`src/rtl/bgc_pkg.sv`:
```
// Shared types and constants for the button gesture classifier.
// Used by bgc_click, bgc_long and button_gesture_classifier; no dependencies.
`timescale 1ns / 1ps

package bgc_pkg;

    localparam int CFG_W           = 12;
    localparam int CFG_IDX_W       = 2;
    localparam int COUNT_WIDTH_DEF = 16;

    localparam logic [CFG_W-1:0] DCW_RESET = 12'd6;
    localparam logic [CFG_W-1:0] LPT_RESET = 12'd25;

    // Configuration register indexes.
    localparam logic [CFG_IDX_W-1:0] REG_DCW = 2'd0;
    localparam logic [CFG_IDX_W-1:0] REG_LPT = 2'd1;

    typedef enum logic [2:0] {
        GEST_NONE   = 3'd0,
        GEST_SINGLE = 3'd1,
        GEST_DOUBLE = 3'd2,
        GEST_LONG   = 3'd3,
        GEST_START  = 3'd4
    } gesture_t;

    typedef struct packed {
        logic       press_seen;
        logic       press_counted;
        logic [1:0] press_tally;
    } click_flags_t;

endpackage

```
`src/rtl/bgc_click.sv`:
```
// Click detector: counts presses and declares single and double clicks.
// Purely combinational next-state logic; depends on bgc_pkg.
`timescale 1ns / 1ps

module bgc_click #(
    parameter int COUNT_WIDTH = bgc_pkg::COUNT_WIDTH_DEF
) (
    input  logic                      pressed,
    input  logic [bgc_pkg::CFG_W-1:0] window,
    input  bgc_pkg::click_flags_t     flags,
    input  logic [COUNT_WIDTH-1:0]    gap,
    input  logic [COUNT_WIDTH-1:0]    hold,
    output bgc_pkg::click_flags_t     flags_next,
    output logic [COUNT_WIDTH-1:0]    gap_next,
    output logic [COUNT_WIDTH-1:0]    hold_next,
    output bgc_pkg::gesture_t         gesture
);
    import bgc_pkg::*;

    localparam int CMP_W = (COUNT_WIDTH > CFG_W) ? COUNT_WIDTH : CFG_W;

    logic                   seen1;
    logic                   counted1;
    logic [1:0]             tally1;
    logic [COUNT_WIDTH-1:0] gap1;
    logic [COUNT_WIDTH-1:0] hold1;

    always_comb
    begin
        hold1 = pressed ? ((hold == '1) ? hold : COUNT_WIDTH'(hold + 1'b1))
                        : '0;
        seen1    = flags.press_seen | pressed;
        counted1 = flags.press_counted;
        tally1   = flags.press_tally;
        gap1     = (gap == '1) ? gap : COUNT_WIDTH'(gap + 1'b1);

        flags_next = flags;
        gap_next   = gap;
        hold_next  = hold1;
        gesture    = GEST_NONE;

        if (!flags.press_counted && seen1)
        begin
            tally1   = (flags.press_tally == 2'd3) ? 2'd3 : 2'(flags.press_tally + 1'b1);
            counted1 = 1'b1;
        end

        if (!flags.press_counted && (tally1 == 2'd2))
        begin
            // Second press inside the window: the rest of this tick is skipped.
            flags_next.press_seen    = seen1;
            flags_next.press_counted = counted1;
            flags_next.press_tally   = 2'd0;
            gap_next                 = '0;
            gesture                  = GEST_DOUBLE;
        end
        else
        begin
            flags_next.press_seen    = pressed ? seen1 : 1'b0;
            flags_next.press_counted = pressed ? counted1 : 1'b0;
            flags_next.press_tally   = tally1;
            if (tally1 == 2'd1)
            begin
                if ((CMP_W'(gap1) > CMP_W'(window)) && (CMP_W'(hold1) < CMP_W'(window)))
                begin
                    flags_next.press_tally = 2'd0;
                    gap_next               = '0;
                    gesture                = GEST_SINGLE;
                end
                else if (CMP_W'(hold1) > CMP_W'(window))
                begin
                    flags_next.press_tally = 2'd0;
                    gap_next               = '0;
                end
                else
                begin
                    gap_next = gap1;
                end
            end
        end
    end

endmodule

```
`src/rtl/bgc_long.sv`:
```
// Long-press detector: reports press start and repeating long press.
// Purely combinational next-state logic; depends on bgc_pkg.
`timescale 1ns / 1ps

module bgc_long #(
    parameter int COUNT_WIDTH = bgc_pkg::COUNT_WIDTH_DEF
) (
    input  logic                      pressed,
    input  logic [bgc_pkg::CFG_W-1:0] threshold,
    input  logic                      fired,
    input  logic [COUNT_WIDTH-1:0]    count,
    output logic                      fired_next,
    output logic [COUNT_WIDTH-1:0]    count_next,
    output bgc_pkg::gesture_t         gesture
);
    import bgc_pkg::*;

    localparam int CMP_W = (COUNT_WIDTH > CFG_W) ? COUNT_WIDTH : CFG_W;

    logic [COUNT_WIDTH-1:0] count1;

    always_comb
    begin
        if (!fired && pressed)
        begin
            count1 = (count == '1) ? count : COUNT_WIDTH'(count + 1'b1);
        end
        else
        begin
            count1 = '0;
        end

        if (CMP_W'(count1) > CMP_W'(threshold))
        begin
            fired_next = 1'b1;
            count_next = '0;
            gesture    = GEST_LONG;
        end
        else if (count1 == COUNT_WIDTH'(1))
        begin
            fired_next = fired;
            count_next = count1;
            gesture    = GEST_START;
        end
        else
        begin
            fired_next = 1'b0;
            count_next = count1;
            gesture    = GEST_NONE;
        end
    end

endmodule

```
`src/rtl/button_gesture_classifier.sv`:
```
// Button gesture classifier top level: input register, gesture logic, result register.
// Each sample is held in the input register, and its gesture in the result register.
// Throughput: one item per cycle while the output is not stalled; the click and long-press update is combinational.
// Reset clears all detector state and loads the window and threshold defaults.
// Depends on bgc_pkg, bgc_click and bgc_long.
`timescale 1ns / 1ps

module button_gesture_classifier #(
    parameter int COUNT_WIDTH = bgc_pkg::COUNT_WIDTH_DEF
) (
    input  logic                          clk,
    input  logic                          rst_n,
    input  logic                          in_valid,
    output logic                          in_stall,
    input  logic                          key_level,
    output logic                          out_valid,
    input  logic                          out_stall,
    output logic [2:0]                    gesture,
    input  logic                          cfg_valid,
    output logic                          cfg_ready,
    input  logic [bgc_pkg::CFG_IDX_W-1:0] cfg_index,
    input  logic [bgc_pkg::CFG_W-1:0]     cfg_data
);
    import bgc_pkg::*;

    logic                   s1_valid_reg,  s1_valid_next;
    logic                   key_reg,       key_next;
    logic                   out_valid_reg, out_valid_next;
    gesture_t               gesture_reg,   gesture_next;
    logic [CFG_W-1:0]       dcw_reg,       dcw_next;
    logic [CFG_W-1:0]       lpt_reg,       lpt_next;
    click_flags_t           flags_reg,     flags_next;
    logic [COUNT_WIDTH-1:0] gap_reg,       gap_next;
    logic [COUNT_WIDTH-1:0] hold_reg,      hold_next;
    logic                   fired_reg,     fired_next;
    logic [COUNT_WIDTH-1:0] lhold_reg,     lhold_next;

    click_flags_t           click_flags;
    logic [COUNT_WIDTH-1:0] click_gap;
    logic [COUNT_WIDTH-1:0] click_hold;
    gesture_t               click_gesture;
    logic                   long_fired;
    logic [COUNT_WIDTH-1:0] long_count;
    gesture_t               long_gesture;

    logic pressed;
    logic advance;

    assign pressed   = ~key_reg;
    assign advance   = s1_valid_reg && (!out_valid_reg || !out_stall);
    assign in_stall  = s1_valid_reg && !advance;
    assign out_valid = out_valid_reg;
    assign gesture   = gesture_reg;
    assign cfg_ready = 1'b1;

    bgc_click #(
        .COUNT_WIDTH (COUNT_WIDTH)
    ) u_click (
        .pressed    (pressed),
        .window     (dcw_reg),
        .flags      (flags_reg),
        .gap        (gap_reg),
        .hold       (hold_reg),
        .flags_next (click_flags),
        .gap_next   (click_gap),
        .hold_next  (click_hold),
        .gesture    (click_gesture)
    );

    bgc_long #(
        .COUNT_WIDTH (COUNT_WIDTH)
    ) u_long (
        .pressed    (pressed),
        .threshold  (lpt_reg),
        .fired      (fired_reg),
        .count      (lhold_reg),
        .fired_next (long_fired),
        .count_next (long_count),
        .gesture    (long_gesture)
    );

    always_comb
    begin
        s1_valid_next  = s1_valid_reg;
        key_next       = key_reg;
        out_valid_next = out_valid_reg;
        gesture_next   = gesture_reg;
        dcw_next       = dcw_reg;
        lpt_next       = lpt_reg;
        flags_next     = flags_reg;
        gap_next       = gap_reg;
        hold_next      = hold_reg;
        fired_next     = fired_reg;
        lhold_next     = lhold_reg;

        if (!in_stall)
        begin
            s1_valid_next = in_valid;
            key_next      = key_level;
        end

        if (advance)
        begin
            out_valid_next = 1'b1;
            flags_next     = click_flags;
            gap_next       = click_gap;
            hold_next      = click_hold;
            // The long-press detector only runs when the click detector is silent.
            if (click_gesture == GEST_NONE)
            begin
                fired_next   = long_fired;
                lhold_next   = long_count;
                gesture_next = long_gesture;
            end
            else
            begin
                gesture_next = click_gesture;
            end
        end
        else if (!out_stall)
        begin
            out_valid_next = 1'b0;
        end

        if (cfg_valid)
        begin
            unique case (cfg_index)
                REG_DCW: dcw_next = cfg_data;
                REG_LPT: lpt_next = cfg_data;
                default: ;
            endcase
        end
    end

    always_ff @(posedge clk or negedge rst_n)
    begin
        if (!rst_n)
        begin
            s1_valid_reg  <= 1'b0;
            out_valid_reg <= 1'b0;
            dcw_reg       <= DCW_RESET;
            lpt_reg       <= LPT_RESET;
            flags_reg     <= '0;
            gap_reg       <= '0;
            hold_reg      <= '0;
            fired_reg     <= 1'b0;
            lhold_reg     <= '0;
        end
        else
        begin
            s1_valid_reg  <= s1_valid_next;
            out_valid_reg <= out_valid_next;
            dcw_reg       <= dcw_next;
            lpt_reg       <= lpt_next;
            flags_reg     <= flags_next;
            gap_reg       <= gap_next;
            hold_reg      <= hold_next;
            fired_reg     <= fired_next;
            lhold_reg     <= lhold_next;
        end
    end

    always_ff @(posedge clk)
    begin
        key_reg     <= key_next;
        gesture_reg <= gesture_next;
    end

endmodule
```
`config.mk`:
```
export PLATFORM = sky130hd
export DESIGN_NAME = button_gesture_classifier
export DESIGN_NICKNAME = d
export VERILOG_FILES = /design/src/rtl/bgc_pkg.sv /design/src/rtl/bgc_click.sv /design/src/rtl/bgc_long.sv /design/src/rtl/button_gesture_classifier.sv
export SDC_FILE = /design/constraint.sdc
export NUM_CORES = 1
export LEC_CHECK = 0
export ABC_CLOCK_PERIOD_IN_PS = 6500
export BUFFER_PORTS_ARGS = -buffer_cell sky130_fd_sc_hd__buf_2
export CORE_MARGIN = 3
export CORE_UTILIZATION = 34
export DETAILED_ROUTE_END_ITERATION = 7
export HOLD_SLACK_MARGIN = 0.08
export PLACE_DENSITY = 0.58
export SYNTH_ARGS = -nofsm -noshare
export SYNTH_HDL_FRONTEND = slang
export SYNTH_SLANG_ARGS = --single-unit
```
`constraint.sdc`:
```
create_clock -name clk -period 6.5 [get_ports clk]
set_clock_uncertainty 0.1 [all_clocks]
set_input_delay 0.65 -clock clk [delete_from_list [all_inputs] [get_ports clk]]
set_output_delay 0.65 -clock clk [all_outputs]
set_load 0.03 [all_outputs]
```
==> results.py, run 1 <==
metrics = {
    "clock_tree": {
        "cts_tree": "yes",
        "cts_setup_buffers": 0,
        "clk_pin_slew_worst_paths_ps": 70,
        "clockBufferDepth": 2,
        "cts_sinks": 83,
        "cts_buffers": 9,
        "clk-insertion-delay-late_ps": 350,
        "post_cts_resized": 0,
        "cts_root_buf": "clkbuf_16",
        "cts_hold_buf": 0,
        "htree_levels": 3,
    },
    "die": {
        "rows": 46,
        "pin_count": 26,
        "dieArea_mm2": 0.0183,
        "die_x_um": 135,
        "core_mm2": 0.0161,
        "start_util_pct": 35.3,
        "die_height_um": 135,
    },
    "logic_synthesis": {
        "synth_edf_count": 4,
        "synth_cell_types": 64,
        "synth_top_flop_cell": "dfrtp_1",
        "synth_area_mm2": 0.00569,
        "yosys_register_bits": 83,
        "ys_warn_count": 0,
        "postSynthCellCount": 659,
        "syn_nets": 718,
        "avgSynthCellArea_um2": 8.64,
        "ys_async_sr_fraction_pct": 95.2,
        "yosysSeqAreaShare_pct": 36.9,
    },
    "sta": {
        "fmax_ghz": 0.219,
        "rsz0062_at_grt": "no",
        "maxSlewHeadroom_pct": 28.4,
        "worstMarginPinSlew_ps": 1070,
        "finalCritPeriodShare_pct": 70.3,
        "period_needed_ps": 4570,
        "hold_ws_ps": 379,
        "fin_tns_setup_ps": 0,
        "setup_viol": 0,
        "finalMaxSlewViolations": 0,
        "hold_viol": 0,
    },
    "routing": {
        "wl_um": 14000,
        "avgRoutedWirePerCell_um": 15.9,
        "ant_nets": 0,
        "vias_per_cell": 5.55,
        "drc": 0,
        "vias": 4894,
        "drt_iter0_drc": 316,
        "first_pass_iters": 5,
    },
    "cells_and_area": {
        "register_area_mm2": 0.00210,
        "multi_input_area_mm2": 0.00327,
        "utilization_pct": 38.9,
        "final_common_cell": "dfrtp_1",
        "syn_to_final_growth_pct": 10.1,
        "final_area_mm2": 0.00627,
        "drive_above_1_share_pct": 12.3,
        "nNetsFinal": 720,
        "layout_common_cells": "dfrtp_1 (74), nand2_1 (66), nor2_1 (49)",
        "n_antenna_cell": 0,
        "fillers": 1633,
    },
    "hold_path": {
        "hold_path.class": "in -> async",
    },
    "worst_setup_path": {
        "slowest_delay_ps": 670,
        "arrival_ps": 4710,
        "crit_chain": "ha_1 > nand3_1 > or4_1 > nand2b_1 > nor2_1 > xnor2_1 > nor2_1 > ha_1 > nand4_1 > or2_2 > a21oi_1 > nor3_1 > o2111a_2 > or2_1 > o41ai_1",
        "required_ps": 6640,
        "path_buf_inv": 0,
        "cp-end-kind": "flop",
        "worstPathMaxFanout": 17,
        "r2r_slack_ps": 1930,
        "cpMaxStageDelayCell": "or4_1",
        "cp_top_family": "simple AND/OR/NAND/NOR gates",
        "path_class": "reg -> reg",
        "start_kind": "flop",
    },
    "run_status": {
        "status": "finished clean",
    },
    "power_and_ir_drop": {
        "p_leak_nw": 2.73,
        "irDropWorstVdd_mv": 0.161,
        "power.density_mw_per_mm2": 272,
    },
    "grt": {
        "overflow": 0,
        "grt_pass1_wl_um": 22900,
        "antenna_found_initial": 0,
        "grt_use_total_pct": 15.5,
        "grt_pass1_vias": 4495,
        "grt_max_degree": 80,
    },
    "placed_design": {
        "placed_cell_area_mm2": 0.00595,
        "gp_congestion": 0.863,
        "hpwl_um": 10200,
        "portBuffers": 24,
    },
    "flow_run": {
        "drv_cap": 0,
    },
}
-- worst paths after layout --
| path | end | start | cells after the start |
|---|---|---|---|
| worst max-delay path | lhold_reg[10] | hold_reg[0] | 15 |
| worst min-delay path | lhold_reg[0] | rst_n | 1 |
| worst max register to register | lhold_reg[10] | hold_reg[0] | 15 |
| worst min register to register | out_valid | s1_valid_reg | 1 |
| max in group asynchronous | gap_reg[14] | rst_n | 1 |
| min in group clk | key_reg | key_level | 1 |
-- layer usage --
layer | up-vias | share of wire (%) | GRT usage, %
met4 | 0 | 1.1 | 3.25
met3 | 13 | 4.7 | 3.42
met1 | 2320 | 48 | 21.7
li1 | 2407 | - | -
met2 | 154 | 46 | 24.8
met5 | - | 0 | 0
-- report_power, final --
group | leakage, nW | internal, mW | switching (mW)
Sequential | 1.06 | 0.595 | 0.0736
Clock | 0.150 | 0.312 | 0.223
Combinational | 1.52 | 0.183 | 0.315
-- cell type report --
cell class / instances / share of cell area, %
Sequential cell: 83 / 33.6
Timing Repair Buffer: 29 / 2.56
Multi-Input combinational cell: 497 / 52.1
Tap cell: 216 / 4.31
Inverter: 41 / 2.46
Clock buffer: 10 / 3.81
Clock inverter: 6 / 1.16
-- worst reg2reg max path, cell delays in order, from the launching register on --
cell,delay [ps]
dfrtp_1,430
ha_1,230
nand3_1,190
or4_1,670
nand2b_1,300
nor2_1,120
xnor2_1,170
nor2_1,60
ha_1,310
nand4_1,120
or2_2,340
a21oi_1,200
nor3_1,80
o2111a_2,270
or2_1,530
o41ai_1,350
-- metrics by stage --
stage | power, mW | std cells | worst slack, ps
floorplan | 1.02 | 659 | 2560
global placement | 1.15 | 866 | 2030
detailed placement | 1.17 | 866 | 1960
CTS | 1.72 | 882 | 1890
global route | 1.81 | 882 | 1450
finish | 1.70 | 882 | 1930
-- cell families (layout without fill, tap and decap cells) --
logic type	count (synthesis)	after routing	synth area share [%]
AOI/OAI and AO/OA	165	165	18.7
xor gates and xnor gates	25	25	3.85
adders and majority gates	39	39	8.57
buffers and inverters	79	86	5.76
DFF	83	83	36.9
muxes	20	20	3.85
other	1	1	0.0659
and+or+nand+nor	247	247	22.3
-- synth_stat cells, types with 4 or more instances --
library cell  instances  area, µm²
dfrtp_1              74       1850
nand2_1              66        248
nor2_1               49        184
o21ai_0              46        230
inv_1                41        154
ha_1                 39        488
a21oi_1              35        175
nand3_1              30        150
clkbuf_1             26       97.6
nand4_1              24        150
a31oi_1              19        119
nor3_1               19       95.1
xnor2_1              16        140
mux2_2               15        169
o21ai_1              10       50.1
xor2_1                9       78.8
nand2b_1              8       50.1
and2_1                7       43.8
and4_1                7       61.3
buf_2                 7       35.0
o31ai_2               7       87.6
a211oi_1              6       45.0
a21o_1                6       45.0
and3_1                6       37.5
dfstp_2               5        131
mux2i_1               5       50.1
nor4_1                5       31.3
o31ai_1               5       37.5
or3_1                 5       31.3
edfxtp_1              4        120
nor2b_1               4       25.0
o41ai_1               4       35.0
Power figures use the tool's default switching activity.
==> run 2, diff against run 1 <==
Settings changed: ABC_AREA from default to 1, ABC_CLOCK_PERIOD_IN_PS 6500 to 4150, PLACE_DENSITY 0.58 to 0.6.
Clock period 6.5 ns to 4.15 ns, I/O delays scaled along.
==> results.py, run 2 <==
metrics = {
    "cells_and_area": {
        "final_common_cell": "nand2_1",
        "utilization_pct": 39.2,
        "layout_common_cells": "nand2_1 (240), inv_1 (105), dfrtp_1 (74)",
        "drive_above_1_share_pct": 12.6,
        "nNetsFinal": 880,
        "fillers": 1712,
        "syn_to_final_growth_pct": 12.1,
        "n_antenna_cell": 0,
    },
    "clock_tree": {
        "clockBufferDepth": 2,
        "cts_root_buf": "clkbuf_16",
        "clk_pin_slew_worst_paths_ps": 70,
        "cts_buffers": 9,
        "cts_sinks": 83,
        "clk-insertion-delay-late_ps": 350,
        "htree_levels": 3,
        "cts_hold_buf": 0,
        "cts_tree": "yes",
    },
    "sta": {
        "fin_tns_setup_ps": 0,
        "worstMarginPinSlew_ps": 1040,
        "hold_viol": 0,
        "hold_ws_ps": 152,
        "period_needed_ps": 3710,
        "rsz0062_at_grt": "no",
        "fmax_ghz": 0.270,
        "finalCritPeriodShare_pct": 89.4,
        "setup_viol": 0,
        "finalMaxSlewViolations": 0,
        "maxSlewHeadroom_pct": 30.8,
    },
    "power_and_ir_drop": {
        "power_frac_comb_pct": 27.1,
        "total_power_mw": 2.75,
        "power.density_mw_per_mm2": 422,
        "p_int_mw": 1.82,
        "clock_power_share_pct": 36.4,
        "irDropWorstVdd_mv": 0.207,
        "p_switching_mw": 0.925,
        "swShare_pct": 33.7,
        "p_leak_nw": 3.19,
        "pwr-share-seq_pct": 36.5,
    },
    "worst_setup_path": {
        "rr_worst_depth": 21,
        "worstPathMaxFanout": 17,
        "arrival_ps": 3880,
        "cpMaxStageDelayCell": "dfrtp_1",
        "cp_top_family": "simple AND/OR/NAND/NOR gates",
        "start_kind": "flop",
        "required_ps": 4320,
        "cp-end-kind": "flop",
        "cp.depth": 21,
        "crit_chain": "ha_1 > nand3_1 > nor2_2 > nand2_1 > nor2_2 > inv_1 > nand3_1 > nor2_1 > nand2_1 > o21ai_0 > a21oi_1 > ha_1 > nand2_1 > nor2_1 > nor3b_1 > o21ai_0 > a21oi_2 > nand2_1 > nand2_2 > nand3_1 > o21ai_0",
        "cp_common_cell": "nand2_1",
        "crit_start": "hold_reg[0]",
        "r2r_start": "hold_reg[0]",
        "path_buf_inv": 1,
        "path_class": "reg -> reg",
        "slowest_delay_ps": 420,
    },
    "routing": {
        "ant_nets": 0,
        "vias": 5078,
        "drc": 0,
        "avgRoutedWirePerCell_um": 13.6,
        "wl_um": 14200,
        "vias_per_cell": 4.85,
        "first_pass_iters": 5,
        "drt_iter0_drc": 362,
    },
    "hold_path": {
        "min_delay_path_depth": 1,
        "hold_path.class": "in -> reg",
        "min_from": "key_level",
    },
    "placed_design": {
        "portBuffers": 24,
        "hpwl_um": 10300,
        "gp_congestion": 0.871,
    },
    "die": {
        "die_height_um": 137,
        "rows": 47,
        "dieArea_mm2": 0.0187,
        "core_mm2": 0.0166,
        "pin_count": 26,
        "start_util_pct": 34.9,
        "die_x_um": 137,
    },
    "logic_synthesis": {
        "synth_commonest_cells": "nand2_1 (240), inv_1 (105), dfrtp_1 (74)",
        "ys_async_sr_fraction_pct": 95.2,
        "synth_cell_types": 42,
        "synth_top_flop_cell": "dfrtp_1",
        "synth_area_mm2": 0.00581,
        "ys_top_cells_by_area": "dfrtp_1 (32%), nand2_1 (15%), ha_1 (8.4%), inv_1 (6.8%), o21ai_0 (5.2%)",
        "synth.most_common_cell": "nand2_1",
        "synth_edf_count": 4,
        "avgSynthCellArea_um2": 7.25,
        "yosysSeqAreaShare_pct": 36.2,
        "synth_top_cell_area_share_pct": 31.8,
        "yosys_register_bits": 83,
        "postSynthCellCount": 802,
        "synth_area_leader_cell": "dfrtp_1",
        "ys_warn_count": 0,
        "syn_nets": 861,
    },
    "flow_run": {
        "drv_cap": 0,
    },
    "grt": {
        "grt_pass1_wl_um": 23400,
        "grt_use_total_pct": 15.7,
        "antenna_found_initial": 0,
        "grt_max_degree": 80,
        "overflow": 0,
        "grt_pass1_vias": 4689,
    },
    "run_status": {
        "status": "finished clean",
    },
}
==> run 2: changes by cell type after synthesis, sizes merged, moves of 10 or more <==
cell / before / now
inv: 41 / 110
nand3: 30 / 42
nand4: 25 / 35
mux2: 15 / 0
clkbuf: 26 / 10
o21ai: 56 / 74
o31ai: 12 / 1
nor2: 49 / 72
a31oi: 19 / 4
nand2: 66 / 250
==> run 2: path summary, 6_finish.rpt <==
kind / slack [ps] / to
max: 440 / gap_reg[0]
min: 150 / key_reg
max reg2reg: 440 / gap_reg[0]
min reg2reg: 380 / fired_reg
max in group asynchronous: 3130 / dcw_reg[3]
min in group asynchronous: 160 / s1_valid_reg
==> run 2: metal layers <==
layer  vias to the layer above  part of all wire [%]  GRT usage, %
li1                       2635                     -             -
met1                      2335                    52          23.1
met2                        94                    43          23.2
met3                        14                   3.5          2.94
met4                         0                   1.6          4.99
met5                         -                     0             0
==> run 2: power by group through the flow <==
stage / clock network [mW] / logic [mW] / registers [mW]
after floorplan: 0 / 0.553 / 1.01
after global placement: 0 / 0.723 / 1.01
after detailed placement: 0 / 0.731 / 1.01
after CTS: 1.02 / 0.733 / 1.00
after global routing: 1.05 / 0.854 / 1.02
final: 1.00 / 0.746 / 1.00
==> run 2: stage by stage <==
stage / worst slack [ps] / cells / instance area, µm²
floorplan: 909 / 802 / 5810
global placement: 502 / 1029 / 6120
detailed placement: 387 / 1029 / 6120
CTS: 378 / 1045 / 6490
global route: 15.3 / 1046 / 6520
finish: 440 / 1046 / 6520
==> run 2: logic make-up after synthesis <==
kind of cell | share of synthesized area, %
flops | 36.2
xor+xnor | 2.26
other cells | 0.0645
simple gates | 32.7
compound gates | 11.3
buf+inv | 9.12
fa+ha+maj | 8.39
==> run 2: area by class of cell <==
class	instances	area (µm²)	area share, %
Tap cell	220	275	4.22
Multi-Input combinational cell	589	3210	49.3
Inverter	112	422	6.47
Timing Repair Buffer	26	138	2.11
Clock inverter	5	125	1.92
Sequential cell	83	2100	32.3
Clock buffer	11	243	3.72
==> run 2: worst reg2reg max path, cell delays in order, from the launching register on <==
cell	delay, ps
dfrtp_1	420
ha_1	220
nand3_1	90
nor2_2	170
nand2_1	100
nor2_2	150
inv_1	100
nand3_1	120
nor2_1	80
nand2_1	100
o21ai_0	80
a21oi_1	200
ha_1	290
nand2_1	70
nor2_1	40
nor3b_1	160
o21ai_0	140
a21oi_2	310
nand2_1	110
nand2_2	320
nand3_1	110
o21ai_0	160
==> run 2: what timing repair did <==
action	in CTS	in global routing
gates resized for setup	0	3
setup endpoints to repair	0	33
buffers inserted	0	0
